===== config.mk =====
export PLATFORM = sky130hd
export DESIGN_NAME = mixed_fraction_reducer
export DESIGN_NICKNAME = d
export VERILOG_FILES = /design/src/hdl/mfr_pkg.sv /design/src/hdl/mixed_fraction_reducer.sv /design/src/hdl/mfr_div.sv /design/src/hdl/mfr_dp.sv /design/src/hdl/mfr_ctrl.sv
export SDC_FILE = /design/constraint.sdc
export NUM_CORES = 2
export LEC_CHECK = 0
export ABC_CLOCK_PERIOD_IN_PS = 7240
export BUFFER_PORTS_ARGS = -buffer_cell sky130_fd_sc_hd__buf_2
export CORE_ASPECT_RATIO = 0.8
export CORE_MARGIN = 2
export CORE_UTILIZATION = 25
export DETAILED_ROUTE_END_ITERATION = 10
export GPL_TIMING_DRIVEN = 0
export PLACE_DENSITY = 0.51
export SYNTH_ARGS = -nofsm -noshare
export SYNTH_HDL_FRONTEND = slang
export SYNTH_HIERARCHICAL = 1
export SYNTH_SLANG_ARGS = --single-unit

===== constraint.sdc =====
create_clock -name clk -period 7.24 [get_ports clk]
set_input_delay 0.724 -clock clk [delete_from_list [all_inputs] [get_ports clk]]
set_output_delay 0.724 -clock clk [all_outputs]
set_load 0.005 [all_outputs]

===== src/hdl/mfr_pkg.sv =====
package mfr_pkg;

  localparam int FIELD_W = 32;
  localparam int WIDE_W  = 64;

  typedef struct packed {
    logic [FIELD_W-1:0] whole_part;
    logic [FIELD_W-1:0] numerator_in;
    logic [FIELD_W-1:0] denominator_in;
  } mfr_in_t;

  typedef struct packed {
    logic               status;
    logic [WIDE_W-1:0]  reduced_whole;
    logic [FIELD_W-1:0] reduced_remainder;
    logic [FIELD_W-1:0] reduced_denominator;
    logic [WIDE_W-1:0]  improper_numerator;
  } mfr_out_t;

  // which division the shared divider runs
  typedef enum logic [1:0] {
    DIV_IMP_DEN,
    DIV_DEN_G,
    DIV_REM_G,
    DIV_IMP_G
  } mfr_div_sel_t;

  typedef struct packed {
    logic         load;
    logic         mul;
    logic         add;
    logic         gcd_start;
    logic         div_start;
    logic         take_div;
    mfr_div_sel_t div_sel;
  } mfr_cmd_t;

  typedef struct packed {
    logic den_zero;
    logic div_done;
    logic gcd_done;
  } mfr_stat_t;

endpackage


===== src/hdl/mixed_fraction_reducer.sv =====
// work per transaction: four passes of the shared one-bit-per-cycle divider over 2 * IN_WIDTH bits,
// plus the binary gcd loop over the remainder and the denominator
// zero denominator: the check state goes straight to done, with status set and all fields zero
// throughput: one transaction at a time; the next is taken once the result is taken
// reset: synchronous active-low rst_n returns the controller to idle, no result pending
module mixed_fraction_reducer
  import mfr_pkg::*;
#(
  parameter int IN_WIDTH = 32
) (
  input  logic     clk,
  input  logic     rst_n,
  input  logic     in_valid,
  output logic     in_ready,
  input  mfr_in_t  in_data,
  output logic     out_valid,
  input  logic     out_ready,
  output mfr_out_t out_data
);

  mfr_cmd_t  cmd;
  mfr_stat_t stat;

  mfr_ctrl u_ctrl (
    .clk       (clk),
    .rst_n     (rst_n),
    .in_valid  (in_valid),
    .in_ready  (in_ready),
    .out_valid (out_valid),
    .out_ready (out_ready),
    .stat      (stat),
    .cmd       (cmd)
  );

  mfr_dp #(.W(IN_WIDTH)) u_dp (
    .clk      (clk),
    .rst_n    (rst_n),
    .cmd      (cmd),
    .in_data  (in_data),
    .stat     (stat),
    .out_data (out_data)
  );

endmodule


===== src/hdl/mfr_div.sv =====
module mfr_div #(
  parameter int W = 32
) (
  input  logic           clk,
  input  logic           rst_n,
  input  logic           start,
  input  logic [2*W-1:0] dividend,
  input  logic [W-1:0]   divisor,
  output logic           done,
  output logic [2*W-1:0] quo,
  output logic [W-1:0]   rem
);

  localparam int CNT_W = $clog2(2 * W);

  logic             busy_r, busy_nxt;
  logic             done_r, done_nxt;
  logic [CNT_W-1:0] cnt_r, cnt_nxt;
  logic [2*W-1:0]   quo_r, quo_nxt;
  logic [W-1:0]     rem_r, rem_nxt;
  logic [W:0]       trial;
  logic [W:0]       diff;
  logic             ge;

  // restoring division, one quotient bit per cycle
  always_comb begin
    trial = {rem_r, quo_r[2*W-1]};
    diff  = trial - {1'b0, divisor};
    ge    = (trial >= {1'b0, divisor});
    busy_nxt = busy_r;
    done_nxt = 1'b0;
    cnt_nxt  = cnt_r;
    quo_nxt  = quo_r;
    rem_nxt  = rem_r;
    if (start) begin
      busy_nxt = 1'b1;
      cnt_nxt  = '0;
      quo_nxt  = dividend;
      rem_nxt  = '0;
    end else if (busy_r) begin
      quo_nxt = {quo_r[2*W-2:0], ge};
      rem_nxt = ge ? diff[W-1:0] : trial[W-1:0];
      cnt_nxt = cnt_r + 1'b1;
      if (cnt_r == CNT_W'(2 * W - 1)) begin
        busy_nxt = 1'b0;
        done_nxt = 1'b1;
      end
    end
  end

  always_ff @(posedge clk) begin
    if (!rst_n) begin
      busy_r <= 1'b0;
      done_r <= 1'b0;
      cnt_r  <= '0;
    end else begin
      busy_r <= busy_nxt;
      done_r <= done_nxt;
      cnt_r  <= cnt_nxt;
    end
    quo_r <= quo_nxt;
    rem_r <= rem_nxt;
  end

  assign done = done_r;
  assign quo  = quo_r;
  assign rem  = rem_r;

endmodule


===== src/hdl/mfr_dp.sv =====
module mfr_dp
  import mfr_pkg::*;
#(
  parameter int W = 32
) (
  input  logic      clk,
  input  logic      rst_n,
  input  mfr_cmd_t  cmd,
  input  mfr_in_t   in_data,
  output mfr_stat_t stat,
  output mfr_out_t  out_data
);

  localparam int K_W = $clog2(W + 1);

  logic [W-1:0]   whole_r, num_r, den_r;
  logic           err_r;
  logic [2*W-1:0] prod_r, imp_r, q_r, rnum_r;
  logic [W-1:0]   r_r, g_r, rden_r, rrem_r;
  logic [2*W-1:0] prod_full;

  logic [W-1:0]   a_r, a_nxt, b_r, b_nxt, g_nxt;
  logic [K_W-1:0] k_r, k_nxt;
  logic           gbusy_r, gbusy_nxt, gdone_r, gdone_nxt;

  logic [2*W-1:0] div_dividend, div_quo;
  logic [W-1:0]   div_divisor, div_rem;
  logic           div_done;

  assign prod_full = den_r * whole_r;

  always_comb begin
    case (cmd.div_sel)
      DIV_IMP_DEN: begin
        div_dividend = imp_r;
        div_divisor  = den_r;
      end
      DIV_DEN_G: begin
        div_dividend = {{W{1'b0}}, den_r};
        div_divisor  = g_r;
      end
      DIV_REM_G: begin
        div_dividend = {{W{1'b0}}, r_r};
        div_divisor  = g_r;
      end
      default: begin
        div_dividend = imp_r;
        div_divisor  = g_r;
      end
    endcase
  end

  mfr_div #(.W(W)) u_div (
    .clk      (clk),
    .rst_n    (rst_n),
    .start    (cmd.div_start),
    .dividend (div_dividend),
    .divisor  (div_divisor),
    .done     (div_done),
    .quo      (div_quo),
    .rem      (div_rem)
  );

  // binary gcd of remainder and denominator, one step per cycle
  always_comb begin
    a_nxt     = a_r;
    b_nxt     = b_r;
    k_nxt     = k_r;
    g_nxt     = g_r;
    gbusy_nxt = gbusy_r;
    gdone_nxt = 1'b0;
    if (cmd.gcd_start) begin
      a_nxt     = r_r;
      b_nxt     = den_r;
      k_nxt     = '0;
      gbusy_nxt = 1'b1;
    end else if (gbusy_r) begin
      if (a_r == '0) begin
        g_nxt     = b_r << k_r;
        gbusy_nxt = 1'b0;
        gdone_nxt = 1'b1;
      end else if (b_r == '0) begin
        g_nxt     = a_r << k_r;
        gbusy_nxt = 1'b0;
        gdone_nxt = 1'b1;
      end else if (!a_r[0] && !b_r[0]) begin
        a_nxt = a_r >> 1;
        b_nxt = b_r >> 1;
        k_nxt = k_r + 1'b1;
      end else if (!a_r[0]) begin
        a_nxt = a_r >> 1;
      end else if (!b_r[0]) begin
        b_nxt = b_r >> 1;
      end else if (a_r >= b_r) begin
        a_nxt = (a_r - b_r) >> 1;
      end else begin
        b_nxt = (b_r - a_r) >> 1;
      end
    end
  end

  always_ff @(posedge clk) begin
    if (!rst_n) begin
      gbusy_r <= 1'b0;
      gdone_r <= 1'b0;
    end else begin
      gbusy_r <= gbusy_nxt;
      gdone_r <= gdone_nxt;
    end
    a_r <= a_nxt;
    b_r <= b_nxt;
    k_r <= k_nxt;
    g_r <= g_nxt;
    if (cmd.load) begin
      whole_r <= in_data.whole_part[W-1:0];
      num_r   <= in_data.numerator_in[W-1:0];
      den_r   <= in_data.denominator_in[W-1:0];
      err_r   <= (in_data.denominator_in[W-1:0] == '0);
    end
    if (cmd.mul) prod_r <= prod_full;
    if (cmd.add) imp_r <= prod_r + {{W{1'b0}}, num_r};
    if (cmd.take_div) begin
      case (cmd.div_sel)
        DIV_IMP_DEN: begin
          q_r <= div_quo;
          r_r <= div_rem;
        end
        DIV_DEN_G: rden_r <= div_quo[W-1:0];
        DIV_REM_G: rrem_r <= div_quo[W-1:0];
        default:   rnum_r <= div_quo;
      endcase
    end
  end

  assign stat.den_zero = err_r;
  assign stat.div_done = div_done;
  assign stat.gcd_done = gdone_r;

  always_comb begin
    out_data.status = err_r;
    if (err_r) begin
      out_data.reduced_whole       = '0;
      out_data.reduced_remainder   = '0;
      out_data.reduced_denominator = '0;
      out_data.improper_numerator  = '0;
    end else begin
      out_data.reduced_whole       = WIDE_W'(q_r);
      out_data.reduced_remainder   = FIELD_W'(rrem_r);
      out_data.reduced_denominator = FIELD_W'(rden_r);
      out_data.improper_numerator  = WIDE_W'(rnum_r);
    end
  end

endmodule


===== src/hdl/mfr_ctrl.sv =====
module mfr_ctrl
  import mfr_pkg::*;
(
  input  logic      clk,
  input  logic      rst_n,
  input  logic      in_valid,
  output logic      in_ready,
  output logic      out_valid,
  input  logic      out_ready,
  input  mfr_stat_t stat,
  output mfr_cmd_t  cmd
);

  typedef enum logic [3:0] {
    S_IDLE, S_CHK, S_ADD, S_D1S, S_D1, S_GS, S_G,
    S_D2S, S_D2, S_D3S, S_D3, S_D4S, S_D4, S_DONE
  } state_t;

  state_t state_r, state_nxt;

  always_comb begin
    state_nxt   = state_r;
    cmd         = '0;
    cmd.div_sel = DIV_IMP_DEN;
    in_ready    = 1'b0;
    out_valid   = 1'b0;
    case (state_r)
      S_IDLE: begin
        in_ready = 1'b1;
        if (in_valid) begin
          cmd.load  = 1'b1;
          state_nxt = S_CHK;
        end
      end
      S_CHK: begin
        cmd.mul   = 1'b1;
        state_nxt = stat.den_zero ? S_DONE : S_ADD;
      end
      S_ADD: begin
        cmd.add   = 1'b1;
        state_nxt = S_D1S;
      end
      S_D1S: begin
        cmd.div_start = 1'b1;
        state_nxt     = S_D1;
      end
      S_D1: begin
        if (stat.div_done) begin
          cmd.take_div = 1'b1;
          state_nxt    = S_GS;
        end
      end
      S_GS: begin
        cmd.gcd_start = 1'b1;
        state_nxt     = S_G;
      end
      S_G: begin
        if (stat.gcd_done) state_nxt = S_D2S;
      end
      S_D2S: begin
        cmd.div_sel   = DIV_DEN_G;
        cmd.div_start = 1'b1;
        state_nxt     = S_D2;
      end
      S_D2: begin
        cmd.div_sel = DIV_DEN_G;
        if (stat.div_done) begin
          cmd.take_div = 1'b1;
          state_nxt    = S_D3S;
        end
      end
      S_D3S: begin
        cmd.div_sel   = DIV_REM_G;
        cmd.div_start = 1'b1;
        state_nxt     = S_D3;
      end
      S_D3: begin
        cmd.div_sel = DIV_REM_G;
        if (stat.div_done) begin
          cmd.take_div = 1'b1;
          state_nxt    = S_D4S;
        end
      end
      S_D4S: begin
        cmd.div_sel   = DIV_IMP_G;
        cmd.div_start = 1'b1;
        state_nxt     = S_D4;
      end
      S_D4: begin
        cmd.div_sel = DIV_IMP_G;
        if (stat.div_done) begin
          cmd.take_div = 1'b1;
          state_nxt    = S_DONE;
        end
      end
      S_DONE: begin
        out_valid = 1'b1;
        if (out_ready) state_nxt = S_IDLE;
      end
      default: state_nxt = S_IDLE;
    endcase
  end

  always_ff @(posedge clk) begin
    if (!rst_n) state_r <= S_IDLE;
    else        state_r <= state_nxt;
  end

endmodule


; ---- Word-level counts from Yosys, hierarchy flattened
; Index checks and enable logic that the tools add are counted.
[classes]
n_mul = 1
n_mux = 54
n_lt_le_gt_ge = 2
add_sub_neg = 6
shift = 2
n_reduce_logical = 32
eq_ne = 28
bitwise_logic = 7
[op_table]
columns = cell, count
row1 = 2-to-1 mux 32 bit, 20
row2 = 2-to-1 mux 192 bit, 1
row3 = 2-to-1 mux 64 bit, 2
row4 = one-hot mux 64 bit (2 select lines), 1
row5 = zero test 32 bit, 3
row6 = subtractor 32 bit, 3
row7 = adder 64 x 32 -> 64 bit, 1
row8 = multiplier 32 x 32 -> 64 bit, 1
row9 = << shifter 32 x 6 -> 32 bit, 2
row10 = one-hot mux 4 bit (14 select lines), 1
row11 = greater-or-equal comparator 33 x 32 -> 1 bit, 1
row12 = greater-or-equal comparator 32 bit, 1
row13 = 2-to-1 mux 4 bit, 8
row14 = equality test 4 bit (second input constant), 6
row15 = 2-to-1 mux 1 bit, 20
row16 = equality test 4 x 3 -> 1 bit (second input constant), 4
row17 = adder 6 x 1 -> 6 bit (second input constant), 2
row18 = inequality test 4 bit (second input constant), 3
row19 = inequality test 2 x 1 -> 1 bit (second input constant), 5
row20 = AND reduction 5 bit, 2
row21 = OR reduction 3 bit, 3
row22 = equality test 4 x 2 -> 1 bit (second input constant), 2
row23 = inequality test 2 bit (second input constant), 4
row24 = AND reduction 2 bit, 4
row25 = other kinds (17), 32
[word_totals]
input_bits = 100
register_bits = 661
word_cells = 157

; ---- Depth between registers and ports, before layout
[logic_depth]
ltp_word = 9
mapped_depth = 31

; ---- Cells and area by module
; The synthesis kept the hierarchy.
[by_module_without_submodules]
columns = module, area_per_inst_um2, seq_area_each_um2, n_inst, cells_per_inst
row1 = mfr_dp, 61784.3, 16525.8, 1, 6103
row2 = mfr_div, 6641.4, 2722.6, 1, 674
row3 = mfr_ctrl, 410.4, 80.1, 1, 61

; ---- Worst setup path before layout
; OpenSTA, ideal clock, no wires.
[synth_path]
kind = flip-flop to flip-flop
from = register u_dp.den_r[30]
to = register u_dp.prod_r[56], data pin
arrival_ps = 7173
path_slack_ps = -194
period_less_slack_ps = 7434
path_stages_with_launch = 29
path_buffers = 3
path_cell_list = edfxtp_1 clkbuf_1 clkbuf_1 nand2_1 fa_1 inv_1 fa_1 fa_1 inv_1 fa_1 inv_1 fa_1 fa_1 fa_1 inv_1 fa_1 inv_1 ha_1 buf_2 a21o_1 o21bai_1 a21oi_1 nor2_1 nor4b_2 nand2_1 a21oi_2 o21ai_2 a31o_2 a311o_1
[synth_via]
elab_chain_cells = 1
[synth_lines]
columns = element, line_no
row1 = start: declaration, mfr_dp.sv:16  ; logic [W-1:0] whole_r, num_r, den_r;
row2 = start signal: assignment, mfr_dp.sv:117  ; den_r <= in_data.denominator_in[W-1:0];
row3 = multiplier 32 x 32 -> 64 bit, mfr_dp.sv:30  ; assign prod_full = den_r * whole_r;
row4 = via u_dp.prod_full[56], mfr_dp.sv:20  ; logic [2*W-1:0] prod_full;
row5 = end signal: assignment, mfr_dp.sv:120  ; if (cmd.mul) prod_r <= prod_full;
row6 = end: declaration, mfr_dp.sv:18  ; logic [2*W-1:0] prod_r, imp_r, q_r, rnum_r;
; The timed path passes the listed nets, and every way through them passes these cells.
; A chain may end at the register's enable or synchronous reset.

; ---- Final worst setup path
[layout_path]
from = register u_dp.den_r[25]
to = register u_dp.prod_r[56], data pin
; Same word-level chain as after synthesis.

==> flow_summary.toml <==
[status]
status = "finished, violations left"
failed_checks = "negative setup slack"

[die]
initial_core_util_pct = 25.1
rows = 172
core_region_area_um2 = 274000
dieArea_um2 = 280000
die_w_um = 591
fp.dieH_um = 473
pin_count = 295

[routing]
drc = 0
vias_per_cell = 4.89
drt_wl_total_um = 297000
postRouteAntennaNets = 0
wl_per_cell_um = 26.6
vias = 54642
initialDrtViolationCount = 5572
dr.pass1.iters = 6

[global_routing]
grt_pass1_vias = 55142
grt_pass1_wl_um = 417000
antenna_found_initial = 32
globalRouteOverflowTotal = 0
grt_usage_pct = 20.9
grt_max_degree = 61

[placed_design]
place_congestion = 0.981
dp_cells = 10809
dp_hpwl_um = 234000
io_buffers = 294
dpl_worst_slack_ps = -2970

[sta]
finalCriticalPeriod_ps = 7910
finalClockSkew_ps = 58.2
clock.fmax_mhz = 126
fin_crit_sh_pct = 109
finalHoldViolations = 0
rsz0062_at_grt = "yes"
max_slew_margin_pct = 14.0
holdWs_ps = 193
setup_slack_ps = -670
setup_viol = 34
worstMarginPinSlew_ps = 1280
slew_viol_final = 0

[clocking]
path_clk_slew_ps = 60
h-tree-depth = 3
numCtsBuffers = 77
cts_sinks = 661
clk_latency_ps = 730
root_buffer = "clkbuf_16"
tritoncts = "done"
clockBufferDepth = 3

[setup_path]
required_ps = 7670
max_stage_delay_ps = 630
path_cells = "buf_12 -> buf_4 -> clkbuf_2 -> nand2_1 -> fa_1 -> fa_1 -> fa_1 -> fa_1 -> inv_1 -> fa_1 -> fa_1 -> fa_2 -> ha_1 -> ha_2 -> nand3_2 -> nor3_4 -> nand4_1 -> nor2_2 -> a32oi_4 -> nand2_2 -> a21oi_4 -> o21ai_4 -> a311oi_2 -> a311o_1"
cpMostUsedCell = "fa_1"
start_kind = "flip-flop"
arrival_ps = 8340
crit_slowest_cell = "fa_2"
crit_type = "reg2reg"
cp-end-kind = "flip-flop"
worst-path-max-fanout = 10

[final_layout]
layout_commonest_cell = "inv_1"
fin_nets = 8850
n_fill_cell = 28562
fin_cells = 11184
drive_gt1_share_pct = 18.5
layout_common_cells = "1,026 x inv_1, 832 x fa_1, 663 x nand2_1"
syn_to_final_growth_pct = 20.7

[logic_synthesis]
syn_avg_cell_area_um2 = 10.1
syn-cell-area_um2 = 68800
synth_top_flop_cell = "edfxtp_1"
syn_nets = 8236
synth-edff-count = 609
seq_area_frac_synth_pct = 28.1
syn_inst = 6838
yosysWarnings = 6
async_flop_share_pct = 0
ys_types = 107
synth-seq-cells = 661

[worst_hold_path]
hold_path_class = "in2reg"

[run]
drv_cap = 0
## registers in the layout, summed over array words and instances (netlist names), 64 cells and up
register / cells
u_dp/u_div/quo: 64
u_dp/imp_r: 64
u_dp/prod_r: 64
u_dp/q_r: 64
u_dp/rnum_r: 64
## metrics by stage
stage | TNS [ps] | instance area [um2] | utilization [%]
floorplan | -36.4 | 68900 | -
global placement | -147060 | 74900 | 27.3
detailed placement | -98510 | 75400 | 27.5
CTS | -13970 | 82100 | 30.0
global route | -19980 | 83100 | 30.3
finish | -14590 | 83100 | 30.3
## logic make-up (layout without fill, tap and decap cells)
logic type	Yosys count	count (layout)	synth area share [%]
and+or+nand+nor	2087	2087	15.6
buffers and inverters	1471	2147	8.27
adders and majority gates	1298	1298	33.4
AOI/OAI and AO/OA	945	945	9.19
DFF	661	661	28.1
xor gates and xnor gates	203	203	2.58
muxes	173	173	2.86
other	0	16	0
## metal layers
| layer | global-route usage [%] | wire length [um] |
|---|---|---|
| met1 | 29.4 | 132000 |
| met2 | 30.8 | 124000 |
| met3 | 5.56 | 30400 |
| met4 | 7.25 | 11300 |
| met5 | 0 | 75 |
## critical path, delay by kind of cell, from the launching register on
kind	cells	cell delay, ps
adders and majority gates	9	4410
and+or+nand+nor	6	1130
AOI/OAI and AO/OA	5	850
DFF	1	370
buffers and inverters	4	800
## cells in the mapped netlist (all sizes together) (128+ instances only)
master | n | area share [%]
clkbuf | 331 | 1.8
nor2b | 246 | 2.2
a21oi | 271 | 2.0
nor2 | 243 | 1.3
edfxtp | 609 | 27
ha | 398 | 7.2
o21ai | 165 | 1.3
and2 | 582 | 5.3
nand2 | 673 | 3.7
inv | 1064 | 5.8
xnor2 | 128 | 1.6
fa | 900 | 26
## what timing repair did
action	4_1_cts	5_1_grt
gates cloned	2	0
endpoints found under the setup margin	52	41
buffers inserted	211	34
gates resized for setup	616	199
hold buffers	0	0
pin swaps	126	112
## final cells by class
cell class,count,area [um2],share of cell area (%)
multi-input combinational,4706,45200,54.4
sequential,661,19300,23.3
tap,3654,4570,5.50
timing repair buffer,559,4400,5.29
inverter,1066,4010,4.82
buffer,381,2960,3.57
clock buffer,87,1970,2.38
clock inverter,54,576,0.693
antenna,16,40.0,0.0482
## path summary, 6_finish.rpt
kind	endpoint	startpoint	slack, ps	depth (start not counted)
worst max-delay path	u_dp/prod_r[56]$_DFFE_PP_	u_dp/den_r[25]$_DFFE_PP_	-670	24
worst min-delay path	u_dp/den_r[17]$_DFFE_PP_	in_data[17]	190	1
worst max register to register	u_dp/prod_r[56]$_DFFE_PP_	u_dp/den_r[25]$_DFFE_PP_	-670	24
worst min register to register	u_dp/u_div/done$_SDFF_PP0_	u_dp/u_div/cnt_r[5]$_SDFFE_PP0P_	480	2
Power is left out: the tool's default activity adds up to more than one toggle a clock period on the data nets, which glitch-free logic cannot reach.
